`config.mk`:
```
export PLATFORM = sky130hd
export DESIGN_NAME = damage_rect_accumulator_core
export DESIGN_NICKNAME = d
export VERILOG_FILES = /design/src/rtl/core/drac_pkg.sv /design/src/rtl/core/drac_mem.sv /design/src/rtl/core/drac_clip.sv /design/src/rtl/core/drac_geom.sv /design/src/rtl/core/damage_rect_accumulator_core.sv
export VERILOG_INCLUDE_DIRS = /design/src /design/src/rtl/core
export SDC_FILE = /design/constraint.sdc
export NUM_CORES = 2
export LEC_CHECK = 0
export ABC_CLOCK_PERIOD_IN_PS = 10700
export BUFFER_PORTS_ARGS = -buffer_cell sky130_fd_sc_hd__buf_2
export CELL_PAD_IN_SITES_DETAIL_PLACEMENT = 1
export CELL_PAD_IN_SITES_GLOBAL_PLACEMENT = 2
export CORE_MARGIN = 2
export CORE_UTILIZATION = 40
export CTS_BUF_LIST = sky130_fd_sc_hd__clkbuf_16
export CTS_CLUSTER_SIZE = 10
export DETAILED_ROUTE_END_ITERATION = 7
export PLACE_DENSITY_LB_ADDON = 0.2
export SLEW_MARGIN = 20
export SYNTH_ARGS = -nofsm -noshare
export SYNTH_HDL_FRONTEND = slang
export SYNTH_SLANG_ARGS = --single-unit
```
`constraint.sdc`:
```
create_clock -name clk -period 10.7 [get_ports clk]
set_clock_uncertainty 0.05 [all_clocks]
set_input_delay 3.21 -clock clk [delete_from_list [all_inputs] [get_ports clk]]
set_output_delay 3.21 -clock clk [all_outputs]
set_load 0.01 [all_outputs]
```
`src/rtl/core/damage_rect_accumulator_core_assert.svh`:
```
`ifndef DAMAGE_RECT_ACCUMULATOR_CORE_ASSERT_SVH
`define DAMAGE_RECT_ACCUMULATOR_CORE_ASSERT_SVH

// same-cycle implication
`define DRAC_ASSERT_IMPL(lbl, ante, cons, msg) \
	lbl: assert property (@(posedge clk) disable iff (!arst_n) (ante) |-> (cons)) \
		else $error(msg);

// next-cycle implication
`define DRAC_ASSERT_NEXT(lbl, ante, cons, msg) \
	lbl: assert property (@(posedge clk) disable iff (!arst_n) (ante) |=> (cons)) \
		else $error(msg);

`endif

```
`src/rtl/core/drac_pkg.sv`:
```
`timescale 1ns / 1ps
package drac_pkg;

	localparam int MAX_RECTS_DEF = 16;
	localparam int SCREEN_LIMIT  = 8192;
	localparam int DIM_W         = 14;
	localparam int POS_W         = 13;
	localparam int IN_W          = 16;

	localparam logic [DIM_W-1:0] WIDTH_RST  = 14'd1024;
	localparam logic [DIM_W-1:0] HEIGHT_RST = 14'd768;

	localparam logic [1:0] MODE_ADD  = 2'd0;
	localparam logic [1:0] MODE_FULL = 2'd1;
	localparam logic [1:0] MODE_READ = 2'd2;

	localparam logic [2:0] ST_ADDED = 3'd0;
	localparam logic [2:0] ST_DROP  = 3'd1;
	localparam logic [2:0] ST_OVF   = 3'd2;
	localparam logic [2:0] ST_FULL  = 3'd3;
	localparam logic [2:0] ST_RO    = 3'd4;

	localparam logic CFG_WIDTH  = 1'b0;
	localparam logic CFG_HEIGHT = 1'b1;

	typedef struct packed {
		logic [POS_W-1:0] x;
		logic [POS_W-1:0] y;
		logic [DIM_W-1:0] w;
		logic [DIM_W-1:0] h;
	} rect_t;

	typedef struct packed {
		logic  near;
		rect_t box;
	} geom_t;

	typedef struct packed {
		logic       empty;
		rect_t      box;
	} clip_t;

	typedef struct packed {
		logic [2:0] status;
		rect_t      box;
		logic       valid;
	} res_t;

	typedef enum logic [3:0] {
		S_IDLE,
		S_DECODE,
		S_RD_I,
		S_LD_I,
		S_CMP,
		S_SHIFT_RD,
		S_SHIFT_WR,
		S_EMIT,
		S_RO_RD,
		S_RO_OUT
	} state_t;

endpackage

```
`src/rtl/core/drac_mem.sv`:
```
`timescale 1ns / 1ps
module drac_mem #(
	parameter int DEPTH = drac_pkg::MAX_RECTS_DEF
) (
	input  logic                     clk,
	input  logic                     we,
	input  logic [$clog2(DEPTH)-1:0] wa,
	input  drac_pkg::rect_t          wd,
	input  logic [$clog2(DEPTH)-1:0] ra,
	output drac_pkg::rect_t          rd
);

	drac_pkg::rect_t mem [DEPTH];

	always_ff @(posedge clk) begin
		if (we) begin
			mem[wa] <= wd;
		end
		rd <= mem[ra];
	end

endmodule

```
`src/rtl/core/drac_clip.sv`:
```
`timescale 1ns / 1ps
module drac_clip (
	input  logic signed [drac_pkg::IN_W-1:0]  rect_x,
	input  logic signed [drac_pkg::IN_W-1:0]  rect_y,
	input  logic signed [drac_pkg::IN_W-1:0]  rect_w,
	input  logic signed [drac_pkg::IN_W-1:0]  rect_h,
	input  logic        [drac_pkg::DIM_W-1:0] fw,
	input  logic        [drac_pkg::DIM_W-1:0] fh,
	output drac_pkg::clip_t                   clip
);

	typedef struct packed {
		logic              ok;
		logic signed [17:0] p;
		logic signed [17:0] l;
	} axis_t;

	function automatic axis_t clip_axis(input logic signed [15:0] pos,
			input logic signed [15:0] len, input logic [13:0] lim);
		axis_t r;
		logic signed [17:0] lm;
		lm   = $signed({4'b0000, lim});
		r.p  = 18'(pos);
		r.l  = 18'(len);
		r.ok = 1'b0;
		if (r.l > 18'sd0) begin
			if (r.p < 18'sd0) begin
				r.l = r.l + r.p;
				r.p = 18'sd0;
			end
			if (r.p + r.l > lm) begin
				r.l = lm - r.p;
			end
			r.ok = r.l > 18'sd0;
		end
		return r;
	endfunction

	axis_t ax, ay;

	always_comb begin
		ax         = clip_axis(rect_x, rect_w, fw);
		ay         = clip_axis(rect_y, rect_h, fh);
		clip.empty = !(ax.ok && ay.ok);
		clip.box.x = ax.p[drac_pkg::POS_W-1:0];
		clip.box.y = ay.p[drac_pkg::POS_W-1:0];
		clip.box.w = ax.l[drac_pkg::DIM_W-1:0];
		clip.box.h = ay.l[drac_pkg::DIM_W-1:0];
	end

endmodule

```
`src/rtl/core/drac_geom.sv`:
```
`timescale 1ns / 1ps
module drac_geom (
	input  drac_pkg::rect_t a,
	input  drac_pkg::rect_t b,
	output drac_pkg::geom_t g
);

	logic [14:0] ax1, ay1, bx1, by1, ax2, ay2, bx2, by2;
	logic [14:0] mx, my, ex, ey;

	always_comb begin
		ax1 = {2'b00, a.x};
		ay1 = {2'b00, a.y};
		bx1 = {2'b00, b.x};
		by1 = {2'b00, b.y};
		ax2 = ax1 + {1'b0, a.w};
		ay2 = ay1 + {1'b0, a.h};
		bx2 = bx1 + {1'b0, b.w};
		by2 = by1 + {1'b0, b.h};
		g.near = (ax1 <= bx2 + 15'd1) && (bx1 <= ax2 + 15'd1) &&
			(ay1 <= by2 + 15'd1) && (by1 <= ay2 + 15'd1);
		mx = (ax1 < bx1) ? ax1 : bx1;
		my = (ay1 < by1) ? ay1 : by1;
		ex = (ax2 > bx2) ? ax2 : bx2;
		ey = (ay2 > by2) ? ay2 : by2;
		g.box.x = mx[drac_pkg::POS_W-1:0];
		g.box.y = my[drac_pkg::POS_W-1:0];
		g.box.w = 14'(ex - mx);
		g.box.h = 14'(ey - my);
	end

endmodule

```
`src/rtl/core/damage_rect_accumulator_core.sv`:
```
`timescale 1ns / 1ps
// Damage rectangle list with clip, merge and readout.
// Input channel: in_valid / in_stall with mode and rect_x/y/w/h; a beat is
// taken when in_valid is high and in_stall low. in_stall is low only while
// the sequencer is idle, also while a result still waits in the output
// register.
// Output channel: res_valid / out_stall with status, out_x/y/w/h,
// entry_count, valid_res and last; one beat per add or full request, one
// per held rectangle (at least one) per readout, last on the final beat.
// Sequence: drop, overflow, full and readout-empty requests pass from decode
// straight to the emit state; a readout reads each held rectangle from the
// memory and emits it in turn. An add runs the merge scan on the rectangle
// memory: each outer index is read and loaded, then compared with every
// later entry; on each merge the entries behind the merged one move down one
// place and the scan restarts. One request is handled at a time.
// Configuration: cfg_we/cfg_index/cfg_data write width (0) or height (1);
// write only while idle.
// Reset empties the list and loads a 1024 x 768 screen; the memory needs no
// clearing. A stalled receiver holds the output beat and the sequencer
// waits before issuing the next beat.
module damage_rect_accumulator_core #(
	parameter int MAX_RECTS = drac_pkg::MAX_RECTS_DEF,
	localparam int IDX_W = $clog2(MAX_RECTS),
	localparam int CNT_W = $clog2(MAX_RECTS + 1)
) (
	input  logic                                    clk,
	input  logic                                    arst_n,
	input  logic                                    cfg_we,
	input  logic                                    cfg_index,
	input  logic        [drac_pkg::DIM_W-1:0]       cfg_data,
	input  logic                                    in_valid,
	output logic                                    in_stall,
	input  logic        [1:0]                       mode,
	input  logic signed [drac_pkg::IN_W-1:0]        rect_x,
	input  logic signed [drac_pkg::IN_W-1:0]        rect_y,
	input  logic signed [drac_pkg::IN_W-1:0]        rect_w,
	input  logic signed [drac_pkg::IN_W-1:0]        rect_h,
	output logic                                    res_valid,
	input  logic                                    out_stall,
	output logic        [2:0]                       status,
	output logic        [drac_pkg::POS_W-1:0]       out_x,
	output logic        [drac_pkg::POS_W-1:0]       out_y,
	output logic        [drac_pkg::DIM_W-1:0]       out_w,
	output logic        [drac_pkg::DIM_W-1:0]       out_h,
	output logic        [CNT_W-1:0]                 entry_count,
	output logic                                    valid_res,
	output logic                                    last
);

	localparam logic [CNT_W-1:0] CNT_MAX = CNT_W'(MAX_RECTS);
	localparam logic [CNT_W-1:0] CNT_ONE = CNT_W'(1);

	drac_pkg::state_t state_q, state_d;

	logic [drac_pkg::DIM_W-1:0] width_q, height_q, fw, fh;
	logic [1:0]                 mode_q;
	logic signed [drac_pkg::IN_W-1:0] x_q, y_q, w_q, h_q;
	logic [CNT_W-1:0]           cnt_q, n_q;
	logic [IDX_W-1:0]           i_q, j_q, k_q;
	drac_pkg::rect_t            ri_q, rdata, mem_wd, full_box;
	drac_pkg::res_t             res_q;
	drac_pkg::clip_t            clip;
	drac_pkg::geom_t            geom;
	logic                       mem_we;
	logic [IDX_W-1:0]           mem_wa, mem_ra;
	logic                       out_free, out_load, ld_last;
	logic [CNT_W-1:0]           i_nx, j_nx, k_nx;

	drac_mem #(.DEPTH(MAX_RECTS)) u_mem (
		.clk(clk), .we(mem_we), .wa(mem_wa), .wd(mem_wd), .ra(mem_ra), .rd(rdata)
	);

	drac_clip u_clip (
		.rect_x(x_q), .rect_y(y_q), .rect_w(w_q), .rect_h(h_q),
		.fw(fw), .fh(fh), .clip(clip)
	);

	drac_geom u_geom (.a(ri_q), .b(rdata), .g(geom));

	always_comb begin
		fw         = (width_q > 14'(drac_pkg::SCREEN_LIMIT)) ?
			14'(drac_pkg::SCREEN_LIMIT) : width_q;
		fh         = (height_q > 14'(drac_pkg::SCREEN_LIMIT)) ?
			14'(drac_pkg::SCREEN_LIMIT) : height_q;
		full_box   = '{x: '0, y: '0, w: fw, h: fh};
		i_nx       = CNT_W'(i_q) + CNT_ONE;
		j_nx       = CNT_W'(j_q) + CNT_ONE;
		k_nx       = CNT_W'(k_q) + CNT_ONE;
		out_free   = !res_valid || !out_stall;
		ld_last    = k_nx == n_q;
	end

	always_comb begin
		state_d = state_q;
		unique case (state_q)
			drac_pkg::S_IDLE: begin
				if (in_valid) state_d = drac_pkg::S_DECODE;
			end
			drac_pkg::S_DECODE: begin
				unique case (mode_q)
					drac_pkg::MODE_ADD: begin
						if (clip.empty || cnt_q >= CNT_MAX) state_d = drac_pkg::S_EMIT;
						else state_d = drac_pkg::S_RD_I;
					end
					drac_pkg::MODE_FULL: state_d = drac_pkg::S_EMIT;
					drac_pkg::MODE_READ: begin
						if (cnt_q == '0) state_d = drac_pkg::S_EMIT;
						else state_d = drac_pkg::S_RO_RD;
					end
					default: state_d = drac_pkg::S_IDLE;
				endcase
			end
			drac_pkg::S_RD_I: begin
				if (i_nx >= cnt_q) state_d = drac_pkg::S_EMIT;
				else state_d = drac_pkg::S_LD_I;
			end
			drac_pkg::S_LD_I: state_d = drac_pkg::S_CMP;
			drac_pkg::S_CMP: begin
				if (geom.near) state_d = drac_pkg::S_SHIFT_RD;
				else if (j_nx >= cnt_q) state_d = drac_pkg::S_RD_I;
			end
			drac_pkg::S_SHIFT_RD: begin
				if (k_nx >= cnt_q) state_d = drac_pkg::S_RD_I;
				else state_d = drac_pkg::S_SHIFT_WR;
			end
			drac_pkg::S_SHIFT_WR: state_d = drac_pkg::S_SHIFT_RD;
			drac_pkg::S_EMIT: begin
				if (out_free) state_d = drac_pkg::S_IDLE;
			end
			drac_pkg::S_RO_RD: state_d = drac_pkg::S_RO_OUT;
			drac_pkg::S_RO_OUT: begin
				if (out_free) state_d = ld_last ? drac_pkg::S_IDLE : drac_pkg::S_RO_RD;
			end
			default: state_d = drac_pkg::S_IDLE;
		endcase
	end

	always_comb begin
		in_stall = state_q != drac_pkg::S_IDLE;
		mem_we   = 1'b0;
		mem_wa   = '0;
		mem_wd   = full_box;
		mem_ra   = '0;
		out_load = 1'b0;
		unique case (state_q)
			drac_pkg::S_DECODE: begin
				if (mode_q == drac_pkg::MODE_ADD && !clip.empty) begin
					mem_we = 1'b1;
					if (cnt_q < CNT_MAX) begin
						mem_wa = cnt_q[IDX_W-1:0];
						mem_wd = clip.box;
					end
				end else if (mode_q == drac_pkg::MODE_FULL) begin
					mem_we = 1'b1;
				end
			end
			drac_pkg::S_RD_I: mem_ra = i_q;
			drac_pkg::S_LD_I: mem_ra = j_q;
			drac_pkg::S_CMP: begin
				mem_ra = j_nx[IDX_W-1:0];
				if (geom.near) begin
					mem_we = 1'b1;
					mem_wa = i_q;
					mem_wd = geom.box;
				end
			end
			drac_pkg::S_SHIFT_RD: mem_ra = k_nx[IDX_W-1:0];
			drac_pkg::S_SHIFT_WR: begin
				mem_we = 1'b1;
				mem_wa = k_q;
				mem_wd = rdata;
			end
			drac_pkg::S_EMIT:   out_load = out_free;
			drac_pkg::S_RO_RD:  mem_ra = k_q;
			drac_pkg::S_RO_OUT: begin
				mem_ra   = k_q;
				out_load = out_free;
			end
			default: ;
		endcase
	end

	always_ff @(posedge clk or negedge arst_n) begin
		if (!arst_n) begin
			state_q  <= drac_pkg::S_IDLE;
			width_q  <= drac_pkg::WIDTH_RST;
			height_q <= drac_pkg::HEIGHT_RST;
			cnt_q    <= '0;
		end else begin
			state_q <= state_d;
			if (cfg_we) begin
				unique case (cfg_index)
					drac_pkg::CFG_WIDTH:  width_q  <= cfg_data;
					drac_pkg::CFG_HEIGHT: height_q <= cfg_data;
					default: ;
				endcase
			end
			if (state_q == drac_pkg::S_DECODE) begin
				if (mode_q == drac_pkg::MODE_ADD && !clip.empty) begin
					cnt_q <= (cnt_q >= CNT_MAX) ? CNT_ONE : cnt_q + CNT_ONE;
				end else if (mode_q == drac_pkg::MODE_FULL) begin
					cnt_q <= CNT_ONE;
				end else if (mode_q == drac_pkg::MODE_READ) begin
					cnt_q <= '0;
				end
			end else if (state_q == drac_pkg::S_SHIFT_RD && k_nx >= cnt_q) begin
				cnt_q <= cnt_q - CNT_ONE;
			end
		end
	end

	always_ff @(posedge clk) begin
		unique case (state_q)
			drac_pkg::S_IDLE: begin
				mode_q <= mode;
				x_q    <= rect_x;
				y_q    <= rect_y;
				w_q    <= rect_w;
				h_q    <= rect_h;
			end
			drac_pkg::S_DECODE: begin
				i_q <= '0;
				k_q <= '0;
				n_q <= cnt_q;
				unique case (mode_q)
					drac_pkg::MODE_ADD: begin
						if (clip.empty) res_q <= '{drac_pkg::ST_DROP, '0, 1'b0};
						else if (cnt_q >= CNT_MAX) res_q <= '{drac_pkg::ST_OVF, full_box, 1'b1};
						else res_q <= '{drac_pkg::ST_ADDED, clip.box, 1'b1};
					end
					drac_pkg::MODE_FULL: res_q <= '{drac_pkg::ST_FULL, full_box, 1'b1};
					default: res_q <= '{drac_pkg::ST_RO, '0, 1'b0};
				endcase
			end
			drac_pkg::S_RD_I: j_q <= i_nx[IDX_W-1:0];
			drac_pkg::S_LD_I: ri_q <= rdata;
			drac_pkg::S_CMP: begin
				if (geom.near) k_q <= j_q;
				else if (j_nx >= cnt_q) i_q <= i_nx[IDX_W-1:0];
				else j_q <= j_nx[IDX_W-1:0];
			end
			drac_pkg::S_SHIFT_RD: begin
				if (k_nx >= cnt_q) i_q <= '0;
			end
			drac_pkg::S_SHIFT_WR: k_q <= k_nx[IDX_W-1:0];
			drac_pkg::S_RO_OUT: begin
				if (out_free && !ld_last) k_q <= k_nx[IDX_W-1:0];
			end
			default: ;
		endcase
	end

	always_ff @(posedge clk or negedge arst_n) begin
		if (!arst_n) begin
			res_valid <= 1'b0;
		end else if (out_load) begin
			res_valid <= 1'b1;
		end else if (!out_stall) begin
			res_valid <= 1'b0;
		end
	end

	always_ff @(posedge clk) begin
		if (out_load) begin
			if (state_q == drac_pkg::S_RO_OUT) begin
				status      <= drac_pkg::ST_RO;
				out_x       <= rdata.x;
				out_y       <= rdata.y;
				out_w       <= rdata.w;
				out_h       <= rdata.h;
				entry_count <= '0;
				valid_res   <= 1'b1;
				last        <= ld_last;
			end else begin
				status      <= res_q.status;
				out_x       <= res_q.box.x;
				out_y       <= res_q.box.y;
				out_w       <= res_q.box.w;
				out_h       <= res_q.box.h;
				entry_count <= cnt_q;
				valid_res   <= res_q.valid;
				last        <= 1'b1;
			end
		end
	end

`include "damage_rect_accumulator_core_assert.svh"

	`DRAC_ASSERT_IMPL(a_cnt_bound, 1'b1, cnt_q <= CNT_MAX, "rectangle count above capacity")
	`DRAC_ASSERT_IMPL(a_last_single, res_valid && status != drac_pkg::ST_RO, last,
		"single result not marked last")
	`DRAC_ASSERT_IMPL(a_empty_fields, res_valid && !valid_res, out_w == '0 && out_h == '0,
		"invalid result carries a rectangle")
	`DRAC_ASSERT_NEXT(a_accept_busy, in_valid && !in_stall, in_stall,
		"second beat taken before decode")

endmodule

```
# Word-level counts from Yosys, hierarchy flattened
# Memories as Yosys holds them, arrays and structs flattened. A register that Yosys moved wholly into a read port is not among the register bits.
# Index checks and enable logic that the tools add are counted.
dict set report totals {
  ff_bits 297
  ram_bits 864
  inputBits 86
  output_inout_bits 66
  word_cells 201
  memories 1
}
dict set report op_classes {
  add_sub_neg 21
  n_lt_le_gt_ge 23
  n_eq_ne 24
  mux 69
  bitwise 1
  n_reduce_logical 30
}
# memory words width rd rd_ports_with_merged_regs wr line_no
set mem_list {}
lappend mem_list {u_mem.mem 16 54 1 1 1 drac_mem.sv:13} ;# drac_pkg::rect_t mem [DEPTH];
# operator n
set ops {}
lappend ops {{2-to-1 mux 54 bit} 3}
lappend ops {{case mux 54 bit (3 select lines)} 1}
lappend ops {{2-to-1 mux 36 bit} 4}
lappend ops {{case mux 58 bit (2 select lines)} 1}
lappend ops {{2-to-1 mux 57 bit} 2}
lappend ops {{2-to-1 mux 14 bit} 6}
lappend ops {{2-to-1 mux 37 bit} 2}
lappend ops {{2-to-1 mux 18 bit} 4}
lappend ops {{2-to-1 mux 4 bit} 17}
lappend ops {{adder 13 x 14 -> 15 bit} 4}
lappend ops {{adder 15 x 1 -> 15 bit, second input constant} 4}
lappend ops {{<= comparator 13 x 15 -> 1 bit} 4}
lappend ops {{2-to-1 mux 13 bit} 4}
lappend ops {{case mux 4 bit (10 select lines)} 1}
lappend ops {{adder 18 bit} 2}
lappend ops {{> comparator 18 x 1 -> 1 bit, second input constant} 2}
lappend ops {{> comparator 18 x 15 -> 1 bit} 2}
lappend ops {{case mux 4 bit (3 select lines)} 3}
lappend ops {{subtractor 15 x 18 -> 18 bit} 2}
lappend ops {{adder 16 x 16 -> 17 bit} 2}
lappend ops {{> comparator 16 x 1 -> 1 bit, second input constant} 2}
lappend ops {{less-than comparator 16 x 1 -> 1 bit, second input constant} 2}
lappend ops {{> comparator 15 bit} 2}
lappend ops {{2-to-1 mux 5 bit} 6}
lappend ops {{other kinds (40)} 86}

# Logic depth before layout (Yosys ltp)
dict set report depth {
  depth_word 15
  depth_mapped 32
  depth_no_buf 31
}

# Hierarchy
# A second synthesis with hierarchy kept.
dict set report hier_totals {
  cells_unflattened 4255
  area_unflattened_um2 60914.7
}
# module n_inst cells_each area_each_um2 seq_area_each_um2
set modules_own_cells {}
lappend modules_own_cells {drac_mem 1 1394 33443.3 27025.9}
lappend modules_own_cells {damage_rect_accumulator_core 1 925 13165.1 8732.1}
lappend modules_own_cells {drac_geom 1 999 7783.7 0.0}
lappend modules_own_cells {drac_clip 1 937 6522.5 0.0}

# Least setup slack after synthesis
# No wires, ideal clock.
dict set report synth_timing {
  path_kind {reg-to-reg}
  start {reg h_q[0] in the netlist's numbering}
  end {mem u_mem.mem[10][0] in the netlist's numbering (enable)}
  setup_ns 0.600
  t_arrival_ns 10.923
  required_time_ns 10.050
  path_slack_ns -0.872
  path_stages_with_launch 30
  n_path_buf 0
  period_less_slack_ns 11.572
  cell_sequence {edfxtp_1 -> ha_1 -> inv_1 -> fa_1 -> nor2b_1 -> o211a_1 -> a2111oi_0 -> a211o_1 -> ha_1 -> a21oi_1 -> nand2_1 -> o21ai_0 -> nor2_1 -> o21ai_0 -> nand2b_1 -> a31oi_1 -> xnor2_1 -> ha_1 -> a21o_1 -> a21o_1 -> a21oi_1 -> a21o_1 -> a31oi_1 -> a21oi_1 -> o31ai_4 -> nand3_1 -> a211o_1 -> nor4_4 -> a21boi_2 -> nor4_1}
}
dict set report synth_between {
  elab_chain_len 15
  word_cells_on_any_way 18
  classes_between {2 x add/sub; 3 x order compare; 11 x mux; 2 x reduce/logical}
}
# element line_no
set synth_rtl {}
lappend synth_rtl {{start: declaration} damage_rect_accumulator_core.sv:57} ;# logic signed [drac_pkg::IN_W-1:0] x_q, y_q, w_q, h_q;
lappend synth_rtl {{start signal: assignment} damage_rect_accumulator_core.sv:219} ;# h_q <= rect_h;
lappend synth_rtl {{adder 16 x 16 -> 17 bit} drac_clip.sv:28} ;# r.l = r.l + r.p;
lappend synth_rtl {{2-to-1 mux 36 bit} drac_clip.sv:27} ;# if (r.p < 18'sd0) begin
lappend synth_rtl {{2-to-1 mux 36 bit} drac_clip.sv:26} ;# if (r.l > 18'sd0) begin
lappend synth_rtl {{adder 18 bit} drac_clip.sv:31} ;# if (r.p + r.l > lm) begin
lappend synth_rtl {{> comparator 18 x 15 -> 1 bit} drac_clip.sv:31}
lappend synth_rtl {{2-to-1 mux 18 bit} drac_clip.sv:31}
lappend synth_rtl {{2-to-1 mux 18 bit} drac_clip.sv:26}
lappend synth_rtl {{> comparator 18 x 1 -> 1 bit} drac_clip.sv:34} ;# r.ok = r.l > 18'sd0;
lappend synth_rtl {{2-to-1 mux 37 bit (*)} drac_clip.sv:26}
lappend synth_rtl {{logical AND 1 bit (*)} drac_clip.sv:44} ;# clip.empty = !(ax.ok && ay.ok);
lappend synth_rtl {{logical AND 1 bit (*)} damage_rect_accumulator_core.sv:147} ;# if (mode_q == drac_pkg::MODE_ADD && !clip.empty) begin
lappend synth_rtl {{2-to-1 mux 1 bit} damage_rect_accumulator_core.sv:147}
lappend synth_rtl {{case mux 1 bit (3 select lines)} damage_rect_accumulator_core.sv:145} ;# unique case (state_q)
lappend synth_rtl {{2-to-1 mux 1 bit} drac_mem.sv:16} ;# if (we) begin
lappend synth_rtl {{2-to-1 mux 1 bit (implied by the code)} drac_mem.sv:17} ;# mem[wa] <= wd;
lappend synth_rtl {{end: declaration} drac_mem.sv:13}
# Every way passes the cells marked *; elsewhere a longest branch is shown, timed or not. The select of a mux whose other input is x is not followed.

# Worst setup path in the final report
dict set report layout_timing {
  start {reg h_q[0] in the netlist's numbering}
  end {mem u_mem.mem[7][39] in the netlist's numbering (enable)}
}
# The elaborated chain is that of the path after synthesis.

==> impl_metrics.tcl <==
set metrics [dict create \
    worst_hold_path.num_cells 2 \
    insertion_delay_ns 0.79 \
    area.growth.synth_to_final_pct 13.5 \
    synth_area_leaders "sky130_fd_sc_hd__edfxtp_1 54%, sky130_fd_sc_hd__ha_1 6.6%, sky130_fd_sc_hd__nand2_1 4.1%, sky130_fd_sc_hd__a211oi_1 3.7%, sky130_fd_sc_hd__and2_1 2.3%" \
    place_area_sq_um 66800 \
    min-delay-path-class "reg -> reg" \
    total_routed_wirelength_um 215000 \
    xor_and_xnor_area_share_after_synthesis 0.0240 \
    max_clock_freq_ghz 0.110 \
    post_route_fraction_of_the_period_consumed_by_the_critical_path 0.853 \
    design.final.nets 5981 \
    synth.mux.area_fraction 0.0289 \
    die_area_sq_um 160000 \
    chipWidth_um 400 \
    critPathMaxFanout 36 \
    final_max_slew_viol_count 0 \
    synth.cell_area_sq_um 62800 \
    drive_gt1_frac 0.121 \
    ctsRootBufferMaster "sky130_fd_sc_hd__clkbuf_16" \
    design.portCount 152 \
    synthSimpleGateAreaFrac 0.117 \
    wire_per_inst_um 27.9 \
    cts-hold-fix-buffers 0 \
    via_per_inst 5.89 \
    tritoncts "yes" \
    synth.most_common_cell "sky130_fd_sc_hd__edfxtp_1" \
    synthDominantCellAreaShare 0.537 \
    req_time_crit_path_ns 11.03 \
    reg2reg_to "u_mem.mem[7][39]$_DFFE_PP_" \
    asyncSetResetFlopFracSynth 0.0313 \
    cts_buffers 147 \
    routed-via-count 45541 \
    reg2reg_setup_slack_ns 1.57 \
    grt_setup_unrepaired "false" \
    htree_num_levels 4 \
    max-clock-path-buffers 3 \
    clkSlewWorstSetupHoldPaths_ns 0.06 \
    r2r_cells 31 \
    portBuffers 151 \
    worstSetupPathType "reg -> reg" \
    worst_hold_startpoint "res_valid$_DFFE_PN0P_" \
    critical_path_sink_type "flop" \
    drc_errors 0 \
    die-height_um 400 \
    dominant_combinational_cell_family_by_area_after_synthesis "compound AO/OA/AOI/OAI gates" \
    route.antenna.remaining_nets 0 \
    synth_cells 5363 \
    cts.repair.resized 0 \
    hold_viol_final 0 \
    timing.critical_path.to "u_mem.mem[7][39]$_DFFE_PP_" \
    syn_avg_cell_area_sq_um 11.7 \
    drt_first_pass_iters 5 \
    grt_remaining_overflow 0 \
    crit_slowest_cell "sky130_fd_sc_hd__buf_4" \
    post_cts_setup_bufs 0 \
    cp.arrival_ns 9.46 \
    synth_fa_ha_area_frac 0.0695 \
    place_hpwl_um 144000 \
    yosys-top-cells-count "1123 x sky130_fd_sc_hd__edfxtp_1, 682 x sky130_fd_sc_hd__nand2_1, 330 x sky130_fd_sc_hd__ha_1, 309 x sky130_fd_sc_hd__a211oi_1, 267 x sky130_fd_sc_hd__a21oi_1" \
    first_global_vias 47114 \
    synth.net_count 5791 \
    grt_use_total 0.264 \
    numClockSinks 1215 \
    placementRows 145 \
    yosys_most_used_dff "sky130_fd_sc_hd__edfxtp_1" \
    ys_ff_latch 1215 \
    synth_area_leader_cell "sky130_fd_sc_hd__edfxtp_1" \
    finalSetupViolations 0 \
    grt_pass1_wl_um 317000 \
    setup.worst_path.start_class "flop" \
    crit-reg2reg-launch "h_q[0]$_DFFE_PN_" \
    antenna_violations_before_repair 10 \
    slew-limit-headroom 0.269 \
    coreArea_sq_um 156000 \
    outcome "finished clean" \
    synth-seq-area-share 0.569 \
    synth_enable_flop_cells 1123 \
    crit_path_max_cell_delay_ns 0.71 \
    drt_iter0_markers 3373 \
    compound_gate_fraction_of_synth_area 0.162 \
    crit_path_start "h_q[0]$_DFFE_PN_" \
    timing_worst_slew_pin_value_ns 1.10 \
    maxCapViolations 0 \
    yosysWarningCount 0 \
    gp_routability_congestion 0.906 \
    initial_utilization 0.403 \
    post_synth_cell_types 97 \
    layout_min_cycle_time_ns 9.13 \
    final_design_area_no_fill_sq_um 71300 \
    grt_start_max_net_pins 181 \
]
## critical path, delay by kind of cell (launching register included)
kind,cells,cell delay (ns)
xor+xnor,1,0.12
buf+inv,3,1.20
flops,1,0.40
fa+ha+maj,4,1.31
simple gates,7,1.52
compound gates,16,4.07
## cells by family after synthesis
| group | count (synthesis) |
|---|---|
| muxes | 168 |
| xor gates and xnor gates | 172 |
| and+or+nand+nor | 1513 |
| adders and majority gates | 342 |
| buffers and inverters | 495 |
| DFF | 1215 |
| AOI/OAI and AO/OA | 1458 |
## cell usage in the layout (no fill, tap or decap), drive strengths merged, types with 137 or more instances in the layout
| cell | synthesis | routed |
|---|---|---|
| a211oi | 314 | 314 |
| a21oi | 267 | 267 |
| a31oi | 137 | 137 |
| and2 | 247 | 247 |
| buf | 23 | 308 |
| clkbuf | 249 | 154 |
| edfxtp | 1123 | 1123 |
| ha | 330 | 330 |
| inv | 222 | 310 |
| nand2 | 682 | 682 |
| nor2 | 175 | 175 |
| o21ai | 172 | 172 |
## flip-flops by register name, indices dropped and copies added, names as in the netlist, 14 cells and up
| signal | flops |
|---|---|
| y_q | 16 |
| width_q | 14 |
| out_h | 14 |
| w_q | 16 |
| res_q | 58 |
| height_q | 14 |
| x_q | 16 |
| u_mem.rd | 54 |
| h_q | 16 |
| out_w | 14 |
| u_mem.mem | 864 |
| ri_q | 54 |
## metrics by stage
stage                     setup WS (ns)   util  cells  TNS [ns]  hold slack [ns]
after floorplan                  -0.872      -   5363   -327.01            0.373
after global placement             1.87  0.428   7449         0            0.464
after detailed placement           1.75  0.428   7455         0            0.466
after CTS                          1.74  0.457   7720         0            0.482
after global routing               1.02  0.457   7727         0            0.512
final                              1.57  0.457   7729         0            0.476
## cell type report
type | count | area [sq um]
Tap cell | 2058 | 2570
Antenna cell | 2 | 5.00
Clock inverter | 116 | 736
Timing Repair Buffer | 313 | 2180
Inverter | 223 | 840
Sequential cell | 1215 | 35800
Clock buffer | 149 | 3730
Multi-Input combinational cell | 3653 | 25500
Fill cell | 16436 | 84700
## metal layers
metal	up-vias	GRT usage	share of wire
li1	20856	-	-
met1	23397	0.351	0.44
met2	967	0.451	0.49
met3	319	0.0282	0.038
met4	2	0.0881	0.033
met5	-	0	0.000060
## how the worst min path moves through the flow
stage,end,slack (ns)
after floorplan,n_q[2]$_DFFE_PP_,0.37
after global placement,status[2]$_SDFFCE_PP1P_,0.46
after detailed placement,res_valid$_DFFE_PN0P_,0.47
after CTS,res_valid$_DFFE_PN0P_,0.48
after global routing,out_w[9]$_DFFE_PP_,0.51
final,res_valid$_DFFE_PN0P_,0.48
Power is not shown: default switching activity piles up to over one toggle a cycle in this logic, so the estimate is an artifact.
